**src/rtl/u8sd_pkg.sv**
```systemverilog
// Shared types and constants for the UTF-8 stream decoder.
// No dependencies; imported by every module of the decoder.
`default_nettype none

package u8sd_pkg;

    localparam int unsigned BYTE_W  = 8;
    localparam int unsigned CP_W    = 31;
    localparam int unsigned ST_W    = 2;
    localparam int unsigned LEN_W   = 3;
    localparam int unsigned RAW_W   = 24;
    localparam int unsigned CFG_W   = 3;
    localparam int unsigned APB_W   = 32;
    localparam int unsigned ADDR_W  = 3;
    localparam int unsigned OUT_W   = 40;

    // Result status codes
    localparam logic [ST_W-1:0] ST_OK      = 2'd0;
    localparam logic [ST_W-1:0] ST_NOT_UTF = 2'd1;
    localparam logic [ST_W-1:0] ST_BOM     = 2'd2;

    // Register index of the length limit
    localparam logic [0:0] REG_MAX_SEQ_LEN = 1'b0;

    localparam logic [RAW_W-1:0] BOM_BYTES = 24'hEFBBBF;
    localparam logic [CP_W-1:0]  BOM_CP    = 31'h0000FEFF;

    typedef struct packed {
        logic [CP_W-1:0]  code_point;
        logic [ST_W-1:0]  status;
        logic [LEN_W-1:0] seq_len;
    } result_t;

endpackage

`default_nettype wire

```
**src/rtl/u8sd_cfg.sv**
```systemverilog
// APB-style register holding the sequence length limit.
// Depends on u8sd_pkg.
`default_nettype none

module u8sd_cfg (
    input  wire logic                        clk,
    input  wire logic                        rst_n,
    input  wire logic                        psel,
    input  wire logic                        penable,
    input  wire logic                        pwrite,
    input  wire logic [u8sd_pkg::ADDR_W-1:0] paddr,
    input  wire logic [u8sd_pkg::APB_W-1:0]  pwdata,
    output logic      [u8sd_pkg::APB_W-1:0]  prdata,
    output logic                             pready,
    output logic      [u8sd_pkg::CFG_W-1:0]  max_seq_len
);
    import u8sd_pkg::*;

    logic [CFG_W-1:0] max_seq_len_reg;
    logic             hit;

    // Word index is the top address bit; the low two bits are the byte offset
    assign hit    = (paddr[ADDR_W-1] == REG_MAX_SEQ_LEN);
    assign pready = 1'b1;

    always_ff @(posedge clk or negedge rst_n)
    begin
        if (!rst_n)
        begin
            max_seq_len_reg <= '0;
        end
        else if (psel && penable && pwrite && hit)
        begin
            max_seq_len_reg <= pwdata[CFG_W-1:0];
        end
    end

    always_comb
    begin
        prdata = '0;
        if (hit)
        begin
            prdata = {{(APB_W-CFG_W){1'b0}}, max_seq_len_reg};
        end
    end

    assign max_seq_len = max_seq_len_reg;

endmodule

`default_nettype wire

```
**src/rtl/u8sd_core.sv**
```systemverilog
// Input register, sequence state and per-byte decode of the UTF-8 stream.
// Depends on u8sd_pkg; feeds results into u8sd_out.
`default_nettype none

module u8sd_core (
    input  wire logic                        clk,
    input  wire logic                        rst_n,
    input  wire logic                        in_valid,
    input  wire logic [u8sd_pkg::BYTE_W-1:0] in_byte,
    output logic                             in_ready,
    input  wire logic [u8sd_pkg::CFG_W-1:0]  max_seq_len,
    input  wire logic                        out_space,
    output logic                             res_push,
    output u8sd_pkg::result_t                res
);
    import u8sd_pkg::*;

    logic              in_valid_reg;
    logic [BYTE_W-1:0] in_byte_reg;

    logic [LEN_W-1:0]  expected_len_reg, expected_len_next;
    logic [LEN_W-1:0]  bytes_seen_reg,   bytes_seen_next;
    logic [CP_W-1:0]   payload_acc_reg,  payload_acc_next;
    logic [RAW_W-1:0]  raw_acc_reg,      raw_acc_next;

    logic              advance;
    logic              res_valid;
    logic [LEN_W-1:0]  head_len;
    logic [4:0]        head_bits;
    logic              head_ok;
    logic [LEN_W-1:0]  seen_inc;
    logic [RAW_W-1:0]  raw_shift;
    logic [CP_W-1:0]   pay_shift;
    logic [BYTE_W-1:0] b;

    assign b        = in_byte_reg;
    assign advance  = in_valid_reg && out_space;
    assign in_ready = !in_valid_reg || out_space;
    assign res_push = advance && res_valid;

    always_ff @(posedge clk or negedge rst_n)
    begin
        if (!rst_n)
        begin
            in_valid_reg <= 1'b0;
        end
        else if (in_ready)
        begin
            in_valid_reg <= in_valid;
        end
    end

    always_ff @(posedge clk)
    begin
        if (in_valid && in_ready)
        begin
            in_byte_reg <= in_byte;
        end
    end

    always_ff @(posedge clk or negedge rst_n)
    begin
        if (!rst_n)
        begin
            expected_len_reg <= '0;
            bytes_seen_reg   <= '0;
            payload_acc_reg  <= '0;
            raw_acc_reg      <= '0;
        end
        else if (advance)
        begin
            expected_len_reg <= expected_len_next;
            bytes_seen_reg   <= bytes_seen_next;
            payload_acc_reg  <= payload_acc_next;
            raw_acc_reg      <= raw_acc_next;
        end
    end

    // Length announced by a head byte and its payload bits
    always_comb
    begin
        head_ok   = 1'b1;
        head_len  = 3'd2;
        head_bits = b[4:0];
        if (b[7:5] == 3'b110)
        begin
            head_len  = 3'd2;
            head_bits = b[4:0];
        end
        else if (b[7:4] == 4'b1110)
        begin
            head_len  = 3'd3;
            head_bits = {1'b0, b[3:0]};
        end
        else if (b[7:3] == 5'b11110)
        begin
            head_len  = 3'd4;
            head_bits = {2'b00, b[2:0]};
        end
        else if (b[7:2] == 6'b111110)
        begin
            head_len  = 3'd5;
            head_bits = {3'b000, b[1:0]};
        end
        else if (b[7:1] == 7'b1111110)
        begin
            head_len  = 3'd6;
            head_bits = {4'b0000, b[0]};
        end
        else
        begin
            head_ok = 1'b0;
        end
    end

    assign seen_inc  = bytes_seen_reg + 3'd1;
    assign raw_shift = {raw_acc_reg[RAW_W-BYTE_W-1:0], b};
    assign pay_shift = {payload_acc_reg[CP_W-7:0], b[5:0]};

    always_comb
    begin
        expected_len_next = expected_len_reg;
        bytes_seen_next   = bytes_seen_reg;
        payload_acc_next  = payload_acc_reg;
        raw_acc_next      = raw_acc_reg;
        res_valid         = 1'b0;
        res.code_point    = '0;
        res.status        = ST_OK;
        res.seq_len       = 3'd1;

        if (expected_len_reg == '0)
        begin
            if (!b[7] || max_seq_len == 3'd1)
            begin
                res_valid      = 1'b1;
                res.code_point = {{(CP_W-BYTE_W){1'b0}}, b};
            end
            else if (!head_ok || (max_seq_len != '0 && max_seq_len < head_len))
            begin
                res_valid  = 1'b1;
                res.status = ST_NOT_UTF;
            end
            else
            begin
                // Open a sequence
                expected_len_next = head_len;
                bytes_seen_next   = 3'd1;
                payload_acc_next  = {{(CP_W-5){1'b0}}, head_bits};
                raw_acc_next      = {{(RAW_W-BYTE_W){1'b0}}, b};
            end
        end
        else if (b[7:6] != 2'b10)
        begin
            // Bad tail byte: consume it and drop the partial sequence
            res_valid         = 1'b1;
            res.status        = ST_NOT_UTF;
            res.seq_len       = seen_inc;
            expected_len_next = '0;
            bytes_seen_next   = '0;
            payload_acc_next  = '0;
            raw_acc_next      = '0;
        end
        else if (seen_inc >= expected_len_reg)
        begin
            res_valid         = 1'b1;
            res.seq_len       = seen_inc;
            res.code_point    = pay_shift;
            if (expected_len_reg == 3'd3 && raw_shift == BOM_BYTES)
            begin
                res.code_point = BOM_CP;
                res.status     = ST_BOM;
            end
            expected_len_next = '0;
            bytes_seen_next   = '0;
            payload_acc_next  = '0;
            raw_acc_next      = '0;
        end
        else
        begin
            bytes_seen_next  = seen_inc;
            payload_acc_next = pay_shift;
            raw_acc_next     = raw_shift;
        end
    end

endmodule

`default_nettype wire

```
**src/rtl/u8sd_out.sv**
```systemverilog
// Two-entry result buffer between the decode stage and the output stream.
// Depends on u8sd_pkg.
`default_nettype none

module u8sd_out (
    input  wire logic              clk,
    input  wire logic              rst_n,
    input  wire logic              push,
    input  wire u8sd_pkg::result_t push_data,
    output logic                   space,
    output logic                   out_valid,
    input  wire logic              out_ready,
    output u8sd_pkg::result_t      out_data
);
    import u8sd_pkg::*;

    localparam logic [1:0] FULL = 2'd2;

    result_t    entry_reg [2];
    logic [1:0] count_reg;
    logic       wr_ptr_reg;
    logic       rd_ptr_reg;
    logic       pop;

    assign space     = (count_reg != FULL);
    assign out_valid = (count_reg != 2'd0);
    assign pop       = out_valid && out_ready;
    assign out_data  = entry_reg[rd_ptr_reg];

    always_ff @(posedge clk or negedge rst_n)
    begin
        if (!rst_n)
        begin
            count_reg  <= '0;
            wr_ptr_reg <= 1'b0;
            rd_ptr_reg <= 1'b0;
        end
        else
        begin
            if (push)
            begin
                wr_ptr_reg <= !wr_ptr_reg;
            end
            if (pop)
            begin
                rd_ptr_reg <= !rd_ptr_reg;
            end
            if (push && !pop)
            begin
                count_reg <= count_reg + 2'd1;
            end
            else if (pop && !push)
            begin
                count_reg <= count_reg - 2'd1;
            end
        end
    end

    always_ff @(posedge clk)
    begin
        if (push)
        begin
            entry_reg[wr_ptr_reg] <= push_data;
        end
    end

endmodule

`default_nettype wire

```
**src/rtl/utf8_stream_decoder.sv**
```systemverilog
// Top level of the streaming UTF-8 decoder (up to six-byte forms, 31-bit values).
// Depends on u8sd_pkg, u8sd_cfg, u8sd_core and u8sd_out.
//
//  Channel   Direction  Handshake             Payload
//  s_axis    in         s_tvalid/s_tready     one encoded byte
//  m_axis    out        m_tvalid/m_tready     code point, length, status
//  apb       in         psel/penable/pready   max_seq_len at byte address 0
//
// One byte is taken per cycle while the input register is empty or the buffer
// has space. A byte is held in the input register, decoded against the sequence
// state and written to a two-entry buffer; its result, if any, is offered on
// m_axis once it has been written to the buffer.
// The buffer decouples m_tready from s_tready, so a stalled result costs no
// input cycle until both entries are full. Reset clears the open sequence
// and sets the limit to zero (any length).
`default_nettype none

module utf8_stream_decoder (
    input  wire logic                        clk,
    input  wire logic                        rst_n,
    input  wire logic                        s_tvalid,
    output logic                             s_tready,
    input  wire logic [u8sd_pkg::BYTE_W-1:0] s_tdata,  // [7:0] in_byte
    output logic                             m_tvalid,
    input  wire logic                        m_tready,
    output logic      [u8sd_pkg::OUT_W-1:0]  m_tdata,  // [30:0] code_point, [33:31] seq_len
    output logic      [u8sd_pkg::ST_W-1:0]   m_tuser,  // [1:0] status
    input  wire logic                        psel,
    input  wire logic                        penable,
    input  wire logic                        pwrite,
    input  wire logic [u8sd_pkg::ADDR_W-1:0] paddr,
    input  wire logic [u8sd_pkg::APB_W-1:0]  pwdata,
    output logic      [u8sd_pkg::APB_W-1:0]  prdata,
    output logic                             pready
);
    import u8sd_pkg::*;

    logic [CFG_W-1:0] max_seq_len;
    logic             out_space;
    logic             res_push;
    result_t          res;
    result_t          out_res;

    u8sd_cfg u_cfg (
        .clk         (clk),
        .rst_n       (rst_n),
        .psel        (psel),
        .penable     (penable),
        .pwrite      (pwrite),
        .paddr       (paddr),
        .pwdata      (pwdata),
        .prdata      (prdata),
        .pready      (pready),
        .max_seq_len (max_seq_len)
    );

    u8sd_core u_core (
        .clk         (clk),
        .rst_n       (rst_n),
        .in_valid    (s_tvalid),
        .in_byte     (s_tdata),
        .in_ready    (s_tready),
        .max_seq_len (max_seq_len),
        .out_space   (out_space),
        .res_push    (res_push),
        .res         (res)
    );

    u8sd_out u_out (
        .clk       (clk),
        .rst_n     (rst_n),
        .push      (res_push),
        .push_data (res),
        .space     (out_space),
        .out_valid (m_tvalid),
        .out_ready (m_tready),
        .out_data  (out_res)
    );

    assign m_tdata = {{(OUT_W-CP_W-LEN_W){1'b0}}, out_res.seq_len, out_res.code_point};
    assign m_tuser = out_res.status;

endmodule

`default_nettype wire

```
**config.mk**
```make
export PLATFORM = sky130hd
export DESIGN_NAME = utf8_stream_decoder
export DESIGN_NICKNAME = d
export VERILOG_FILES = /design/src/rtl/u8sd_pkg.sv /design/src/rtl/u8sd_cfg.sv /design/src/rtl/u8sd_core.sv /design/src/rtl/u8sd_out.sv /design/src/rtl/utf8_stream_decoder.sv
export SDC_FILE = /design/constraint.sdc
export NUM_CORES = 1
export LEC_CHECK = 0
export ABC_AREA = 1
export BUFFER_PORTS_ARGS = -buffer_cell sky130_fd_sc_hd__buf_4
export CAP_MARGIN = 20
export CORE_MARGIN = 2
export CORE_UTILIZATION = 46
export DETAILED_ROUTE_END_ITERATION = 12
export PLACE_DENSITY = 0.69
export SKIP_CTS_REPAIR_TIMING = 1
export SYNTH_ARGS = -nofsm -noshare
export SYNTH_HDL_FRONTEND = slang
export SYNTH_SLANG_ARGS = --single-unit
```
**constraint.sdc**
```tcl
create_clock -name clk -period 4.3 [get_ports clk]
set_input_delay 0.645 -clock clk [delete_from_list [all_inputs] [get_ports clk]]
set_output_delay 0.645 -clock clk [all_outputs]
set_load 0.05 [all_outputs]
```
==> Word-level counts from Yosys, hierarchy flattened <==
Memory sizes are Yosys's and may differ from the RTL's.
Index checks and enable logic that the tools add are counted.
{ "classes": {"eq_ne": 12, "reduce_logical": 28, "bitwise": 1, "mux": 54, "addsub": 3, "n_lt_le_gt_ge": 2} }
{ "op_table": {"columns": ["cell", "count"], "rows": [
  ["$mux 25", 5],
  ["$mux 16", 5],
  ["$mux 33", 2],
  ["$mux 3", 17],
  ["$mux 36", 1],
  ["$mux 31", 1],
  ["$mux 5", 6],
  ["$eq 24x24->1 const B", 1],
  ["$mux 1", 13],
  ["$logic_and 1x1->1", 11],
  ["$mux 8", 1],
  ["$ne 2x2->1 const B", 4],
  ["$eq 7x7->1 const B", 1],
  ["$logic_not 1->1", 7],
  ["$eq 6x6->1 const B", 1],
  ["$mux 2", 3],
  ["$reduce_bool 3->1", 2],
  ["$eq 5x5->1 const B", 1],
  ["$eq 4x4->1 const B", 1],
  ["$reduce_and 4->1", 1],
  ["$reduce_bool 2->1", 2],
  ["$add 3x1->3 const B", 1],
  ["$eq 3x1->1 const B", 1],
  ["$eq 3x2->1 const B", 1],
  ["9 further kinds", 11]
]} }
{ "word_totals": {"out_inout_bits": 77, "mem_bits_rw": 72, "in_bits": 50, "wordCells": 111, "ff_bits": 63, "mem_count": 1} }
{ "mem_list": {"columns": ["memory", "words", "width", "read_ports", "rd_ports_with_merged_regs", "write_ports", "line_no", "source"], "rows": [
  ["u_out.entry_reg", 2, 36, 1, 0, 1, "u8sd_out.sv:19", "result_t entry_reg [2];"]
]} }

==> Logic depth before layout (Yosys ltp) <==
Gate-level depths: netlist (run 1).
{ "logic_depth": {"ltp_word": 17, "ltp_mapped": 16, "depth_no_buf": 16} }

==> Modules after synthesis <==
A second synthesis (run 1) with hierarchy kept.
{ "hier_totals": {"cells_unflattened": 659, "area_unflattened_um2": 6289.8} }
{ "by_module_without_submodules": {"columns": ["mod", "area_per_inst_um2", "instances", "cells_per_inst", "seq_area_each_um2"], "rows": [
  ["u8sd_core", 3000.4, 1, 382, 1391.3],
  ["u8sd_out", 2849.0, 1, 215, 2262.2],
  ["u8sd_cfg", 391.6, 1, 55, 75.1],
  ["utf8_stream_decoder", 48.8, 1, 7, 0.0]
]} }

==> Least setup slack after synthesis (run 1) <==
Ideal clock, no wire load.
{ "synth_timing": {"path_kind": "reg-to-reg", "start": "register u_core.bytes_seen_reg[0]", "end": "memory u_out.entry_reg[1][0] (netlist bit), enable pin", "path_slack_ns": 0.651, "setup_time_ns": 0.429, "required_time_ns": 3.871, "path_buffers": 0, "synth_period_minus_slack_ns": 3.649, "arrival_time_ns": 3.220, "stages_incl_launch_ff": 11, "cell_sequence": "dfrtp_1 ha_1 xnor2_1 inv_1 ha_1 nand3b_1 nand3_1 nor2_4 inv_1 nand3_1 nor2_1"} }
{ "synth_via": {"elab_chain_len": 8} }
{ "synth_lines": {"columns": ["element", "line_no", "source"], "rows": [
  ["from (decl)", "u8sd_core.sv:22", "logic [LEN_W-1:0] bytes_seen_reg, bytes_seen_next;"],
  ["from (signal assigned)", "u8sd_core.sv:73", "bytes_seen_reg <= bytes_seen_next;"],
  ["$add 3x1->3", "u8sd_core.sv:116", "assign seen_inc = bytes_seen_reg + 3'd1;"],
  ["$ge 3x3->1", "u8sd_core.sv:163", "else if (seen_inc >= expected_len_reg)"],
  ["$mux 1", "u8sd_core.sv:163", null],
  ["$mux 1", "u8sd_core.sv:152", "else if (b[7:6] != 2'b10)"],
  ["$mux 1", "u8sd_core.sv:131", "if (expected_len_reg == '0)"],
  ["$logic_and 1x1->1", "u8sd_core.sv:39", "assign res_push = advance && res_valid;"],
  ["$mux 1", "u8sd_out.sv:61", "if (push)"],
  ["$mux 1 (implied by the code)", "u8sd_out.sv:63", "entry_reg[wr_ptr_reg] <= push_data;"],
  ["to (decl)", "u8sd_out.sv:19", null]
]} }
Every way passes these cells.

==> Worst setup path after layout (run 1) <==
{ "layout_timing": {"start": "register u_core.bytes_seen_reg[0]", "end": "register u_out.count_reg[1]"} }
{ "layout_via": {"elab_chain_len": 9, "word_cells_on_any_way": 11, "classes_between": "add/sub: 1; order compare: 1; mux: 4; reduce/logical: 5"} }
{ "layout_lines": {"columns": ["element", "line_no", "source"], "rows": [
  ["$add 3x1->3 *", "u8sd_core.sv:116", null],
  ["$ge 3x3->1 *", "u8sd_core.sv:163", null],
  ["$mux 1 *", "u8sd_core.sv:163", null],
  ["$mux 1 *", "u8sd_core.sv:152", null],
  ["$mux 1 *", "u8sd_core.sv:131", null],
  ["$logic_and 1x1->1 *", "u8sd_core.sv:39", null],
  ["net res_push", "utf8_stream_decoder.sv:40", "logic res_push;"],
  ["$logic_not 1->1", "u8sd_out.sv:52", "else if (pop && !push)"],
  ["$logic_and 1x1->1", "u8sd_out.sv:52", null],
  ["$reduce_bool 2->1 (no source line)", null, null],
  ["to (signal assigned)", "u8sd_out.sv:50", "count_reg <= count_reg + 2'd1;"],
  ["to (signal assigned)", "u8sd_out.sv:54", "count_reg <= count_reg - 2'd1;"],
  ["to (decl)", "u8sd_out.sv:20", "logic [1:0] count_reg;"]
]} }
Mark *: on every way through the listed nets, which the timed path passes. The rest lies on a longest branch.
A chain may end at the register's enable or synchronous reset.

==> run summary, run 1 <==
The count of TritonRoute iterations in the first routing pass came out at 4. The source-to-sink clock delay at the later pin of the worst-skew pair is around 0.41 ns. The starting DRC count in detailed routing came out at roughly 320. The first global-routing pass estimated around 19 mm of wire. The number of buffer and inverter instances along the worst setup path is 3. The final design utilization came out at between 50 and 60%.

In the routed design, unresolved DRC markers number 0. The floorplan die width came out at between 100 and 150 um. The run finished with clean final reports. Row generation in the floorplan step produced 42 rows. The upper clock frequency limit is ~340 MHz.

Entering global routing, the biggest net connects 80 pins. The post-detailed-route count of antenna-violating nets is 0. CTS placed an instance of sky130_fd_sc_hd__clkbuf_16 at the clock tree root. The net count reported at finish came out at 750.

The total of max-cap violations is 0. The number of vias in the routed layout is around 4200. Headroom to the max-slew limit came out at between 40% and 50%. The number of warnings reported in the yosys synthesis log came out at 0.

Setup repair after global routing left no endpoint under its margin. 0 antenna diodes ended up in the layout. The peak supply drop came out at 331 uV. The worst setup path is launched from a flop. The data arrival time at the worst-slack endpoint came out at 3.23 ns. The post-route clock period utilization came out at roughly two thirds. The async set-or-reset flop fraction in the synthesized netlist is around two fifths. The total instance count after detailed placement is 850. The leakage component of the power is between 3 and 4 nW. The total global routing overflow is 0. The largest individual stage delay along the critical path comes from the cell sky130_fd_sc_hd__dfrtp_1.

The synthesized design contains approximately 130 register bits. Clock-pin slew was measured on the worst setup and hold paths at 0.06 ns. The ratio of routed vias to standard cells is ~4.8.

The count of final setup violators is 0. In this run the worst path has a maximum fanout of 5. The predominant post-synthesis flop cell is sky130_fd_sc_hd__edfxtp_1. The pin slew with the least headroom to its limit came out at 0.760 ns. The number of instances in the synthesized netlist came out at around 630. TritonCTS built the clock tree.

sky130_fd_sc_hd__edfxtp_1 takes more of the synthesized area than any other cell. Once placement finished, the instance area stood at about 0.0066 sq mm. The maximum clock insertion buffer count came out at 2. The area of all placed cells without fillers is between 0.007 and 0.008 sq mm.

At the end of routability-driven placement, the weighted congestion stood at 0.870. The critical path in this run is classified as flop to flop. TritonCTS created 17 clock buffers.

Counting flops with a built-in enable in the synthesized netlist gives 80. The core region is about 0.013 sq mm. In this run the biggest area consumer among cell types represents roughly 39% of the synthesized area.

The post-synthesis sequential area ratio came out at roughly three fifths. The sum of negative setup slack is 0 ns. The H-tree was split into 4 levels. Compared with the post-synthesis result, the final layout area differs by 15.9%. The worst slack at placement is about 1.4 ns. The routed length per instance came out at ~13 um. Leaving out filler cells and counting taps, the final layout contains slightly below 900.

Broken down by cell family, the worst path's largest delay share belongs to adder cells. The count of final hold-check violations is 0. The I/O pin count came out at ~130. The average cell area after synthesis is ~9.7 sq um. The area of the die is roughly 0.014 sq mm. The worst path meets setup with 1.35 ns of slack. The mapped netlist covers just over 0.006 sq mm. The count of unique library cells instantiated by Yosys is 35. For this run, the slowest stage of the critical path takes around 0.45 ns. The proportion of layout cells with a drive suffix above 1 came out at a little under a fifth. The path class of the tightest hold or removal check is input port to asynchronous set/reset pin. The via count of the first global-routing pass came to just under 4000. The total power density per cell area came out at between 700 and 800 mW/mm^2. Across every metal layer, demand over resource in global routing totals roughly 17%. The power consumption is between 5 and 6 mW.

The final count of pins violating max slew came out at 0. The count of buffers from port buffering came out at between 50 and 60. The vertical extent of the die is 120 um.

The number of antenna violations at the first check in global routing is 0. The routed wire length came out at between 10 and 15 mm. The data required time of the worst path came out at 4.59 ns.

The critical path goes through ha_1 > xnor2_1 > inv_1 > ha_1 > a21oi_1 > nand3_1 > nor2_4 > inv_1 > nand3_1 > inv_1 > ha_1 > a21oi_1 > o21ai_0 > xor2_1. For this design, the sink count on the clock tree is 133. The final worst hold slack is between 0.2 and 0.3 ns. In the post-synthesis netlist, the biggest area contributors are sky130_fd_sc_hd__edfxtp_1 39%, sky130_fd_sc_hd__dfrtp_1 22%, sky130_fd_sc_hd__nand2_1 15%. The register with the most flip-flops in the layout has slightly above 70 of them. The setup clock skew after layout is 0.00814 ns. The half-perimeter wire length of the detailed placement result came out at 7.57 mm.

The minimum period implied by the final worst setup slack came out at about 2.9 ns. The initial standard-cell utilization of the core is 46.8%. STA classifies the critical path endpoint as a flop.
path summary, 6_finish.rpt:
check                                                     start                                      to  slack [ns]  cells past startpoint
setup / recovery           u_core.bytes_seen_reg[0]$_DFFE_PN0P_          u_out.count_reg[1]$_DFFE_PN0P_        1.35                     14
hold / removal                                            rst_n          u_out.count_reg[0]$_DFFE_PN0P_        0.27                      1
setup reg to reg           u_core.bytes_seen_reg[0]$_DFFE_PN0P_          u_out.count_reg[1]$_DFFE_PN0P_        1.35                     14
hold reg to reg              u_core.raw_acc_reg[12]$_DFFE_PN0P_      u_core.raw_acc_reg[12]$_DFFE_PN0P_        0.48                      2
max in group asynchronous                                 rst_n  u_core.payload_acc_reg[18]$_DFFE_PN0P_        3.56                      1
min in group clk                                     s_tdata[7]                   u_core.b[7]$_DFFE_PP_        0.41                      1
layout make-up:
| cell class | instances | area (sq um) |
|---|---|---|
| clock buffers | 18 | 429 |
| clock inverters | 14 | 106 |
| fillers | 1152 | 6020 |
| inverters | 39 | 146 |
| multi-input cells | 439 | 2020 |
| flip-flops and latches | 133 | 3730 |
| well taps | 176 | 220 |
| repair buffers | 63 | 473 |
synthesized netlist by cell type (6+ instances only):
library cell and number:
sky130_fd_sc_hd__nand2_1 242, sky130_fd_sc_hd__ha_1 7, sky130_fd_sc_hd__o21ai_2 6, sky130_fd_sc_hd__nand4_1 12
sky130_fd_sc_hd__buf_4 36, sky130_fd_sc_hd__buf_2 9, sky130_fd_sc_hd__o21ai_1 23, sky130_fd_sc_hd__o21ai_0 14
sky130_fd_sc_hd__a21oi_1 8, sky130_fd_sc_hd__dfrtp_1 53, sky130_fd_sc_hd__nand2_2 11, sky130_fd_sc_hd__nor2_1 41
sky130_fd_sc_hd__nand3_1 16, sky130_fd_sc_hd__edfxtp_1 80, sky130_fd_sc_hd__inv_1 34
cells by family (layout without fill, tap and decap cells):
| group | count (synthesis) | after routing | synth area share, % |
|---|---|---|---|
| AND/OR/NAND/NOR | 338 | 338 | 23.7 |
| flip-flops | 133 | 133 | 60.7 |
| buffers and inverters | 95 | 134 | 8.63 |
| AO/OA/AOI/OAI | 54 | 54 | 4.91 |
| adder cells (fa/ha/maj) | 7 | 7 | 1.43 |
| XOR/XNOR | 4 | 4 | 0.570 |
| other | 2 | 36 | 0.122 |
metal layers:
metal	wire length [um]	GRT usage, %
met1	4960	21.7
met2	5890	28.2
met3	593	3.80
met4	117	6.69
met5	0	0
worst reg2reg max path, delay by kind of cell (launching register included):
family / cells / cell delay (ns)
AOI/OAI and AO/OA: 3 / 0.38
buffers and inverters: 3 / 0.25
and+or+nand+nor: 3 / 0.55
adders and majority gates: 3 / 0.87
xor gates and xnor gates: 2 / 0.32
DFF: 1 / 0.45
where the power goes:
part / leakage [nW] / switching, mW / internal (mW)
sequential: 1.46 / 0.153 / 1.78
combinational: 1.44 / 1.84 / 0.608
clock: 0.253 / 0.544 / 0.739
layout by cell type, fill, tap and decap left out:
| master | netlist | layout |
|---|---|---|
| sky130_fd_sc_hd__a21oi_1 | 8 | 8 |
| sky130_fd_sc_hd__a22o_1 | 1 | 1 |
| sky130_fd_sc_hd__and2_1 | 1 | 1 |
| sky130_fd_sc_hd__buf_4 | 36 | 63 |
| sky130_fd_sc_hd__clkbuf_1 | 5 | 1 |
| sky130_fd_sc_hd__clkbuf_16 | 0 | 17 |
| sky130_fd_sc_hd__clkinv_2 | 0 | 3 |
| sky130_fd_sc_hd__clkinv_4 | 0 | 5 |
| sky130_fd_sc_hd__clkinvlp_4 | 0 | 4 |
| sky130_fd_sc_hd__conb_1 | 2 | 36 |
| sky130_fd_sc_hd__dfrtp_1 | 53 | 53 |
| sky130_fd_sc_hd__edfxtp_1 | 80 | 80 |
| sky130_fd_sc_hd__ha_1 | 7 | 7 |
| sky130_fd_sc_hd__inv_1 | 34 | 34 |
| sky130_fd_sc_hd__inv_2 | 5 | 5 |
| sky130_fd_sc_hd__inv_6 | 0 | 2 |
| sky130_fd_sc_hd__nand2_1 | 242 | 242 |
| sky130_fd_sc_hd__nand2_2 | 11 | 11 |
| sky130_fd_sc_hd__nand2_4 | 1 | 1 |
| sky130_fd_sc_hd__nand2_8 | 2 | 2 |
| sky130_fd_sc_hd__nand3_1 | 16 | 16 |
| sky130_fd_sc_hd__nand3_2 | 1 | 1 |
| sky130_fd_sc_hd__nand3b_1 | 1 | 1 |
| sky130_fd_sc_hd__nand4_1 | 12 | 12 |
| sky130_fd_sc_hd__nor2_1 | 41 | 40 |
| sky130_fd_sc_hd__nor2_2 | 1 | 2 |
| sky130_fd_sc_hd__nor2_4 | 5 | 5 |
| sky130_fd_sc_hd__nor3_1 | 2 | 2 |
| sky130_fd_sc_hd__nor3_2 | 2 | 2 |
| sky130_fd_sc_hd__o21a_1 | 1 | 1 |
| sky130_fd_sc_hd__o21ai_0 | 14 | 14 |
| sky130_fd_sc_hd__o21ai_1 | 23 | 23 |
| sky130_fd_sc_hd__o21ai_2 | 6 | 6 |
| sky130_fd_sc_hd__o31ai_1 | 1 | 1 |
| sky130_fd_sc_hd__xnor2_1 | 2 | 2 |
| sky130_fd_sc_hd__xor2_1 | 2 | 2 |
Note: power is estimated with default switching activity, not from simulation.
==> inputs of run 2 (changes only) <==
PLACE_DENSITY = 0.72   (was 0.69)
clock period = 2.61 ns   (was 4.3 ns; I/O delays follow)
==> run 2 against run 1 <==
  * First-iteration DRC count rose by 6.0%
  * Utilization grew 1.7 points
  * Sequential share of layout area shrank 1.6 points
  * Sequential power rose by 64%
  * Combinational power increased by 75%
  * Clock skew decreased by 0.00057 ns
  * Non-clock buffer count increased by 11
  * Worst setup slack got worse by 1.2 ns
  * Die area unchanged
  * Via count is 2.0% higher
  * Global-route usage is 0.63 points higher
  * Largest power group unchanged
  * Sequential cell count unchanged
==> run summary, run 2 (same netlist as run 1, synthesis figures left out) <==
The flow ran to the end, and the final reports show no timing, DRC or antenna violations. The half-perimeter wire length of the detailed placement result is 7.73 mm (+2.0%). The data arrival time at the worst-slack endpoint was 2.77 ns (-0.46 ns). CTS placed an instance of sky130_fd_sc_hd__clkbuf_16 at the clock tree root. The post-detailed-route DRC marker count is 0 (unchanged). The library cell used most frequently in the layout, excluding fill and tap cells, is sky130_fd_sc_hd__nand2_1. The library cells used most frequently in the layout, excluding fill and tap cells, are 242 x sky130_fd_sc_hd__nand2_1, 80 x sky130_fd_sc_hd__edfxtp_1, 72 x sky130_fd_sc_hd__buf_4. The net count reported at finish is 761 (+1.5%). The minimum period implied by the final worst setup slack came out at 2.48 ns (-0.467 ns).

Relative to the synthesized area, the layout overhead comes to 19.6%. The I/O pin count came out at 127 (unchanged). The number of placement rows came out at 42 (unchanged). The count of clock tree sinks came out at 133 (unchanged).

The vertical extent of the die came to 120 um (unchanged). The initial standard-cell utilization of the core is 46.8% (unchanged). The number of vias in the routed layout came out at 4302 (+2.0%).

The final design utilization is 55.9% (+1.7 points). The number of CTS-inserted buffers is 17 (unchanged). The via count of the first global-routing pass came out at 4093 (+4.3%).

The setup clock skew after layout came out at 0.00757 ns (-0.000573 ns). The leakage component of the power was 3.25 nW (+2.9%). The count of final setup violators came out at 0 (unchanged).

The worst max-slew margin expressed relative to the limit came out at 53.2% (+4.2 points). The upper clock frequency limit is 403 MHz (+19%). The number of fill cells in the layout is 1134 (-1.6%). The min-delay analysis places its worst path in the category input port to asynchronous set/reset pin. The proportion of layout cells with a drive suffix above 1 came to 20.8% (+2.5 points). The number of antenna violations at the first check in global routing came out at 0 (unchanged). The area inside the core boundary was 0.0131 sq mm (unchanged). The sum of negative setup slack is 0 ns (unchanged). The global-route wire length before repair was 19.8 mm (+3.5%). The final count of pins violating max slew came to 0 (unchanged). The flip-flop count of the largest register, all copies and words added came to 72 (unchanged). The routed length per instance came to 13.3 um (+1.4%). The data required time of the worst path came out at 2.90 ns (-1.69 ns). The maximum clock insertion buffer count came out at 2 (unchanged). The count of TritonRoute iterations in the first routing pass came out at 5 (+1). The critical path is of the flop to flop type.

The pin slew with the least headroom to its limit is 0.701 ns (-0.0580 ns). The count of buffers from port buffering came out at 59 (unchanged). TritonCTS built the clock tree. The post-detailed-route count of antenna-violating nets came out at 0 (unchanged). The peak supply drop is 616 uV (+86%).

The total global routing overflow was 0 (unchanged). The ratio of routed vias to standard cells is 4.82 (+0.74%). The source-to-sink clock delay at the later pin of the worst-skew pair is 0.41 ns (about the same).

The post-route clock period utilization is 95.0% (+26 points). The routed wire length came out at 11.9 mm (+2.6%). The floorplan die width is 120 um (unchanged). The peak fanout along the critical path came out at 3 (-2). The total power density per cell area came to 1340 mW/mm^2 (+68%). The starting DRC count in detailed routing is 337 (+6.0%).

The area of the die came to 0.0143 sq mm (unchanged). The largest net degree at the start of global routing was 80 (unchanged). The total number of H-tree levels came to 4 (unchanged).

The total of max-cap violations is 0 (unchanged). The overall global routing resource usage is 17.6% (+0.63 points). The clock-pin slew on the worst setup and hold paths is 0.06 ns (about the same). The count of final hold-check violations came to 0 (unchanged). The number of diodes added for antenna fixing came out at 0 (unchanged).

STA classifies the critical path startpoint as a flop. The routability-driven placement congestion ratio came to 0.889 (+2.2%). STA classifies the critical path endpoint as a flop.
==> run 2: worst max-delay path, cell delays in order, from the launching register on <==
cell and delay, ns:
sky130_fd_sc_hd__dfrtp_1 0.38, sky130_fd_sc_hd__ha_2 0.21, sky130_fd_sc_hd__xnor2_2 0.20, sky130_fd_sc_hd__inv_2 0.08, sky130_fd_sc_hd__ha_4 0.23, sky130_fd_sc_hd__a21oi_2 0.13
sky130_fd_sc_hd__nand3_2 0.11, sky130_fd_sc_hd__nor2_4 0.10, sky130_fd_sc_hd__inv_1 0.09, sky130_fd_sc_hd__nand3_2 0.12, sky130_fd_sc_hd__inv_1 0.06, sky130_fd_sc_hd__ha_1 0.32
sky130_fd_sc_hd__a21oi_1 0.11, sky130_fd_sc_hd__o21ai_1 0.09, sky130_fd_sc_hd__xor2_1 0.14
==> run 2: power by group <==
group	internal, mW	total, mW	switching [mW]
combinational	1.15	4.27	3.12
clock	1.46	2.40	0.940
sequential	2.93	3.16	0.231
total	5.54	9.82	4.29
==> run 2: metal layers <==
layer  routed length, um  track usage (%)  up-vias  share of wire [%]
met5                   0                0        -                  0
met4                 223             6.25        0                1.9
met3                 589             4.90       17                5.0
met2                5950             29.0      130                 50
met1                5090             22.3     2023                 43
li1                    -                -     2132                  -
==> run 2: area by class of cell <==
| cell class | count | area, sq um | area share [%] |
|---|---|---|---|
| Inverter | 39 | 150 | 2.04 |
| Multi-Input combinational cell | 439 | 2060 | 28.1 |
| Timing Repair Buffer | 74 | 581 | 7.90 |
| Tap cell | 176 | 220 | 3.00 |
| Clock buffer | 18 | 439 | 5.98 |
| Sequential cell | 133 | 3730 | 50.7 |
| Clock inverter | 14 | 165 | 2.25 |
==> run 2: worst paths after layout <==
kind / from / to / slack (ns) / cells past startpoint
max: u_core.bytes_seen_reg[0]$_DFFE_PN0P_ / u_out.count_reg[1]$_DFFE_PN0P_ / 0.13 / 14
max reg2reg: u_core.bytes_seen_reg[0]$_DFFE_PN0P_ / u_out.count_reg[1]$_DFFE_PN0P_ / 0.13 / 14
min: rst_n / u_out.count_reg[1]$_DFFE_PN0P_ / 0.009 / 1
max in group asynchronous: rst_n / u_core.bytes_seen_reg[1]$_DFFE_PN0P_ / 2.11 / 1
min reg2reg: u_core.raw_acc_reg[12]$_DFFE_PN0P_ / u_core.raw_acc_reg[12]$_DFFE_PN0P_ / 0.48 / 2
min in group clk: s_tdata[2] / u_core.b[2]$_DFFE_PP_ / 0.15 / 1
==> run 2: through the flow <==
stage	power (mW)	setup WS (ns)	std cells	area [sq um]	hold WS, ns
global placement	7.36	0.0894	858	6710	0.454
global route	10.4	-0.0228	893	7350	0.0673
finish	9.82	0.131	893	7350	0.00935
floorplan	6.33	0.000150	667	6310	0.0959
CTS	9.85	-0.00460	890	7310	0.0480
detailed placement	7.44	0.00341	858	6710	0.469
==> inputs of run 3 (changes only) <==
ABC_AREA = not set   (was 1)
==> run 3 against run 2 <==
  * Largest cell class unchanged
  * First-iteration DRC count down 3.0%
  * Die area is 1.1% lower
  * Synthesized cell count decreased by 27%
  * Register-to-register slack worse by 0.07 ns
  * Global-route usage rose by 0.39 points
==> run summary, run 3 <==
The run finished with clean final reports. The proportion of layout cells with a drive suffix above 1 came out at 37.6% (+17 points). The number of CTS-inserted buffers is 17 (unchanged).

The clock root buffer is sky130_fd_sc_hd__clkbuf_16. The number of vias in the routed layout came out at 3887 (-9.6%). The number of diodes added for antenna fixing came out at 0 (unchanged). The I/O pin count is 127 (unchanged).

The ratio of routed vias to standard cells came out at 5.17 (+7.3%). The average cell area after synthesis was 13.2 sq um (+36%). The upper clock frequency limit came out at 393 MHz (-2.6%). The post-detailed-route count of antenna-violating nets is 0 (unchanged).

The cell area reported after detailed placement came out at 0.00690 sq mm (+2.9%). The via count of the first global-routing pass is 3878 (-5.3%). The pin slew with the least headroom to its limit came out at 0.703 ns (+0.00167 ns). The total number of H-tree levels was 4 (unchanged).

The peak supply drop is 484 uV (-21%). The area growth from synthesis to layout is 27.2%. The critical path is of the flop to flop type. The global-route wire length before repair came out at 19.7 mm (-0.21%). The total global routing overflow came out at 0 (unchanged). The routed wire length on met2 came out at 6.84 mm (+15%).

The total instance count after detailed placement came out at 704 (-18%). The commonest cells after synthesis are 80 x sky130_fd_sc_hd__edfxtp_1, 56 x sky130_fd_sc_hd__mux2_2, 53 x sky130_fd_sc_hd__dfrtp_1. The startpoint class of the critical path is a flop.

The data required time of the worst path is 2.72 ns (-0.18 ns). The area of the multi-input gates is 0.00215 sq mm (+3.9%). The routability-driven placement congestion ratio came to 0.855 (-3.8%). The final design utilization came to 60.5% (+4.6 points).

The total power density per cell area came out at 1210 mW/mm^2 (-9.6%). The post-detailed-route DRC marker count came out at 0 (unchanged). The overall global routing resource usage is 18.0% (+0.39 points). The most frequent cell after synthesis is sky130_fd_sc_hd__edfxtp_1. The number of warnings reported in the yosys synthesis log is 0 (unchanged). The depth of the worst register-to-register path is 10 (-4). The wire length on met3 came to 573 um (-2.7%). The data arrival time at the worst-slack endpoint is 2.66 ns (-0.11 ns).

The CTS tree is yes. The minimum period implied by the final worst setup slack came out at 2.55 ns (+0.0667 ns). The vertical extent of the die is 119 um (-0.53%). The largest net degree at the start of global routing came out at 54 (-33%). The final instance count without filler cells is 752 (-16%). The starting DRC count in detailed routing is 327 (-3.0%). The area inside the core boundary came out at 0.0128 sq mm (-2.8%). The floorplan die width came out at 119 um (-0.53%).

STA classifies the critical path endpoint as a flop. The count of state elements after synthesis is 133 (unchanged). The final count of pins violating max slew was 0 (unchanged). The area of all placed cells without fillers came out at 0.00773 sq mm (+5.2%).

The count of TritonRoute iterations in the first routing pass is 4 (-1). The leakage component of the power is 3.15 nW (-3.0%). The clock-pin slew on the worst setup and hold paths came out at 0.06 ns (about the same).

The number of antenna violations at the first check in global routing came out at 0 (unchanged). For this run, the leading register cell type out of synthesis is sky130_fd_sc_hd__edfxtp_1. The startpoint of the lowest-slack register-to-register path is u_core.b[2]$_DFFE_PP_. The half-perimeter wire length of the detailed placement result came out at 8.26 mm (+6.9%). The initial standard-cell utilization of the core came out at 47.6% (+0.80 points). On the critical path, the stage with the largest delay is an instance of sky130_fd_sc_hd__edfxtp_1. The setup clock skew after layout came out at 0.0103 ns (+0.00277 ns). The count of clock tree sinks came out at 133 (unchanged). The delay contributed by the slowest stage of the critical path was 0.49 ns (+0.11 ns). The source-to-sink clock delay at the later pin of the worst-skew pair came out at 0.41 ns (about the same). The biggest area consumer among synthesized cells is sky130_fd_sc_hd__edfxtp_1. The met1 wire length is 5.47 mm (+7.4%).

The tightest min-delay check is of the input port to asynchronous set/reset pin type. The flip-flop count of the largest register, all copies and words added is 72 (unchanged). The net count reported at finish came out at 624 (-18%).

The peak fanout along the critical path is 14 (+11). The slack of the worst reg-to-reg path is 0.06 ns (-0.07 ns). The area of the mapped netlist was 0.00608 sq mm (-1.1%).

The number of fill cells in the layout is 947 (-16%). The routed length per instance is 17.5 um (+32%). In the layout the commonest cells are 94 x sky130_fd_sc_hd__buf_4, 80 x sky130_fd_sc_hd__edfxtp_1, 56 x sky130_fd_sc_hd__mux2_2. By area the synthesized netlist is led by sky130_fd_sc_hd__edfxtp_1 40%, sky130_fd_sc_hd__dfrtp_1 22%, sky130_fd_sc_hd__mux2_2 10%. The signal on the critical path passes through a211oi_2 > ha_1 > nand3_1 > o311ai_2 > a31oi_2 > nor4_4 > buf_4 > nor3_4 > buf_4 > clkbuf_16. The count of final setup violators is 0 (unchanged).

The post-synthesis sequential area ratio came out at 61.4% (+0.67 points). The top-area cell type share of the netlist area came out at 39.5% (+0.43 points). The sum of negative setup slack came out at 0 ns (unchanged). The total of max-cap violations is 0 (unchanged).

The number of instances in the synthesized netlist is 459 (-27%). The worst max-slew margin expressed relative to the limit came out at 53.1% (-0.11 points). The count of unique library cells instantiated by Yosys was 49 (+40%). The routed wire length came to 13.1 mm (+11%). The area taken by flip-flops and latches came out at 0.00373 sq mm (unchanged).

The maximum clock insertion buffer count is 2 (unchanged). Setup repair after global routing could not meet its margin everywhere. The most common cell after layout, fill and taps aside is sky130_fd_sc_hd__buf_4. The uppermost signal routing layer after detailed routing is met4. The area of the die was 0.0141 sq mm (-1.1%). The post-route clock period utilization came out at 97.5% (+2.6 points). The count of buffers from port buffering came out at 59 (unchanged).

The number of flops mapped to enable cells by yosys came to 80 (unchanged). The worst register-to-register path ends at u_out.entry_reg[1][3]$_DFFE_PP_. The number of placement rows is 41 (-2.4%). The async set-or-reset flop fraction in the synthesized netlist is 39.8% (unchanged). The count of final hold-check violations is 0 (unchanged). The library cell appearing most often on the critical path is sky130_fd_sc_hd__buf_4.
[run 3: changes by cell type after synthesis, moves of 10 or more]
cell / previous run / this run
sky130_fd_sc_hd__and2_1: 1 / 11
sky130_fd_sc_hd__mux2_2: 0 / 56
sky130_fd_sc_hd__mux2i_1: 0 / 20
sky130_fd_sc_hd__nand2_1: 242 / 30
sky130_fd_sc_hd__nand2_2: 11 / 0
sky130_fd_sc_hd__nand3_1: 16 / 4
sky130_fd_sc_hd__nand4_1: 12 / 1
sky130_fd_sc_hd__nor2_1: 41 / 13
sky130_fd_sc_hd__nor2b_1: 0 / 12
sky130_fd_sc_hd__nor3_1: 2 / 22
sky130_fd_sc_hd__o21ai_0: 14 / 4
sky130_fd_sc_hd__o21ai_1: 23 / 1
[run 3: how the worst max path moves through the flow]
stage,to,slack [ns],from
2_1_floorplan,u_out.entry_reg[1][0]$_DFFE_PP_,-0.43,u_core.b[7]$_DFFE_PP_
3_3_place_gp,u_out.entry_reg[0][34]$_DFFE_PP_,-0.09,u_core.bytes_seen_reg[0]$_DFFE_PN0P_
3_5_place_dp,u_out.entry_reg[1][8]$_DFFE_PP_,0.05,u_core.b[2]$_DFFE_PP_
4_1_cts,u_core.payload_acc_reg[2]$_DFFE_PN0P_,0.01,u_core.bytes_seen_reg[0]$_DFFE_PN0P_
5_1_grt,u_out.entry_reg[0][5]$_DFFE_PP_,-0.06,u_core.bytes_seen_reg[0]$_DFFE_PN0P_
6_report,u_out.entry_reg[1][3]$_DFFE_PP_,0.06,u_core.b[2]$_DFFE_PP_
[run 3: kinds of logic (layout without fill, tap and decap cells)]
group / after synthesis / after routing / share of synthesized area [%]
adder cells (fa/ha/maj): 7 / 7 / 1.44
flip-flops: 133 / 133 / 61.4
multiplexers: 78 / 78 / 14.0
AO/OA/AOI/OAI: 32 / 32 / 3.85
buffers and inverters: 78 / 165 / 7.41
AND/OR/NAND/NOR: 124 / 124 / 11.1
XOR/XNOR: 5 / 5 / 0.721
other: 2 / 36 / 0.124
[run 3: layout make-up]
type,instances,area share (%)
clock buffer,19,5.60
clock inverter,13,2.07
inverter,26,1.26
multi-input combinational,282,27.8
sequential,133,48.2
tap,172,2.78
timing repair buffer,107,12.3
[run 3: per-layer routing]
| layer | vias up | global-route usage, % |
|---|---|---|
| met1 | 1956 | 21.7 |
| met4 | 0 | 8.48 |
| met3 | 19 | 4.07 |
| met5 | - | 0 |
| met2 | 115 | 30.6 |
| li1 | 1797 | - |
[run 3: per-stage QoR]
stage / setup slack, ns / hold slack, ns / power, mW
after floorplan: -0.427 / 0.0959 / 5.64
after global placement: -0.0865 / 0.473 / 6.66
after detailed placement: 0.0466 / 0.487 / 6.74
after CTS: 0.0147 / 0.0533 / 9.12
after global routing: -0.0587 / 0.0819 / 9.71
final: 0.0647 / 0.0266 / 9.34
[run 3: where the power goes]
| part | leakage [nW] | switching, mW | total (mW) | internal [mW] |
|---|---|---|---|---|
| sequential | 1.46 | 0.236 | 3.07 | 2.83 |
| clock | 0.277 | 0.866 | 2.36 | 1.50 |
| combinational | 1.41 | 2.45 | 3.91 | 1.46 |
[run 3: critical path, delay by kind of cell (launching register included)]
kind	cells	cell delay, ns
AO/OA/AOI/OAI	3	0.65
buffers and inverters	3	0.50
flip-flops	1	0.49
AND/OR/NAND/NOR	3	0.31
adder cells (fa/ha/maj)	1	0.28
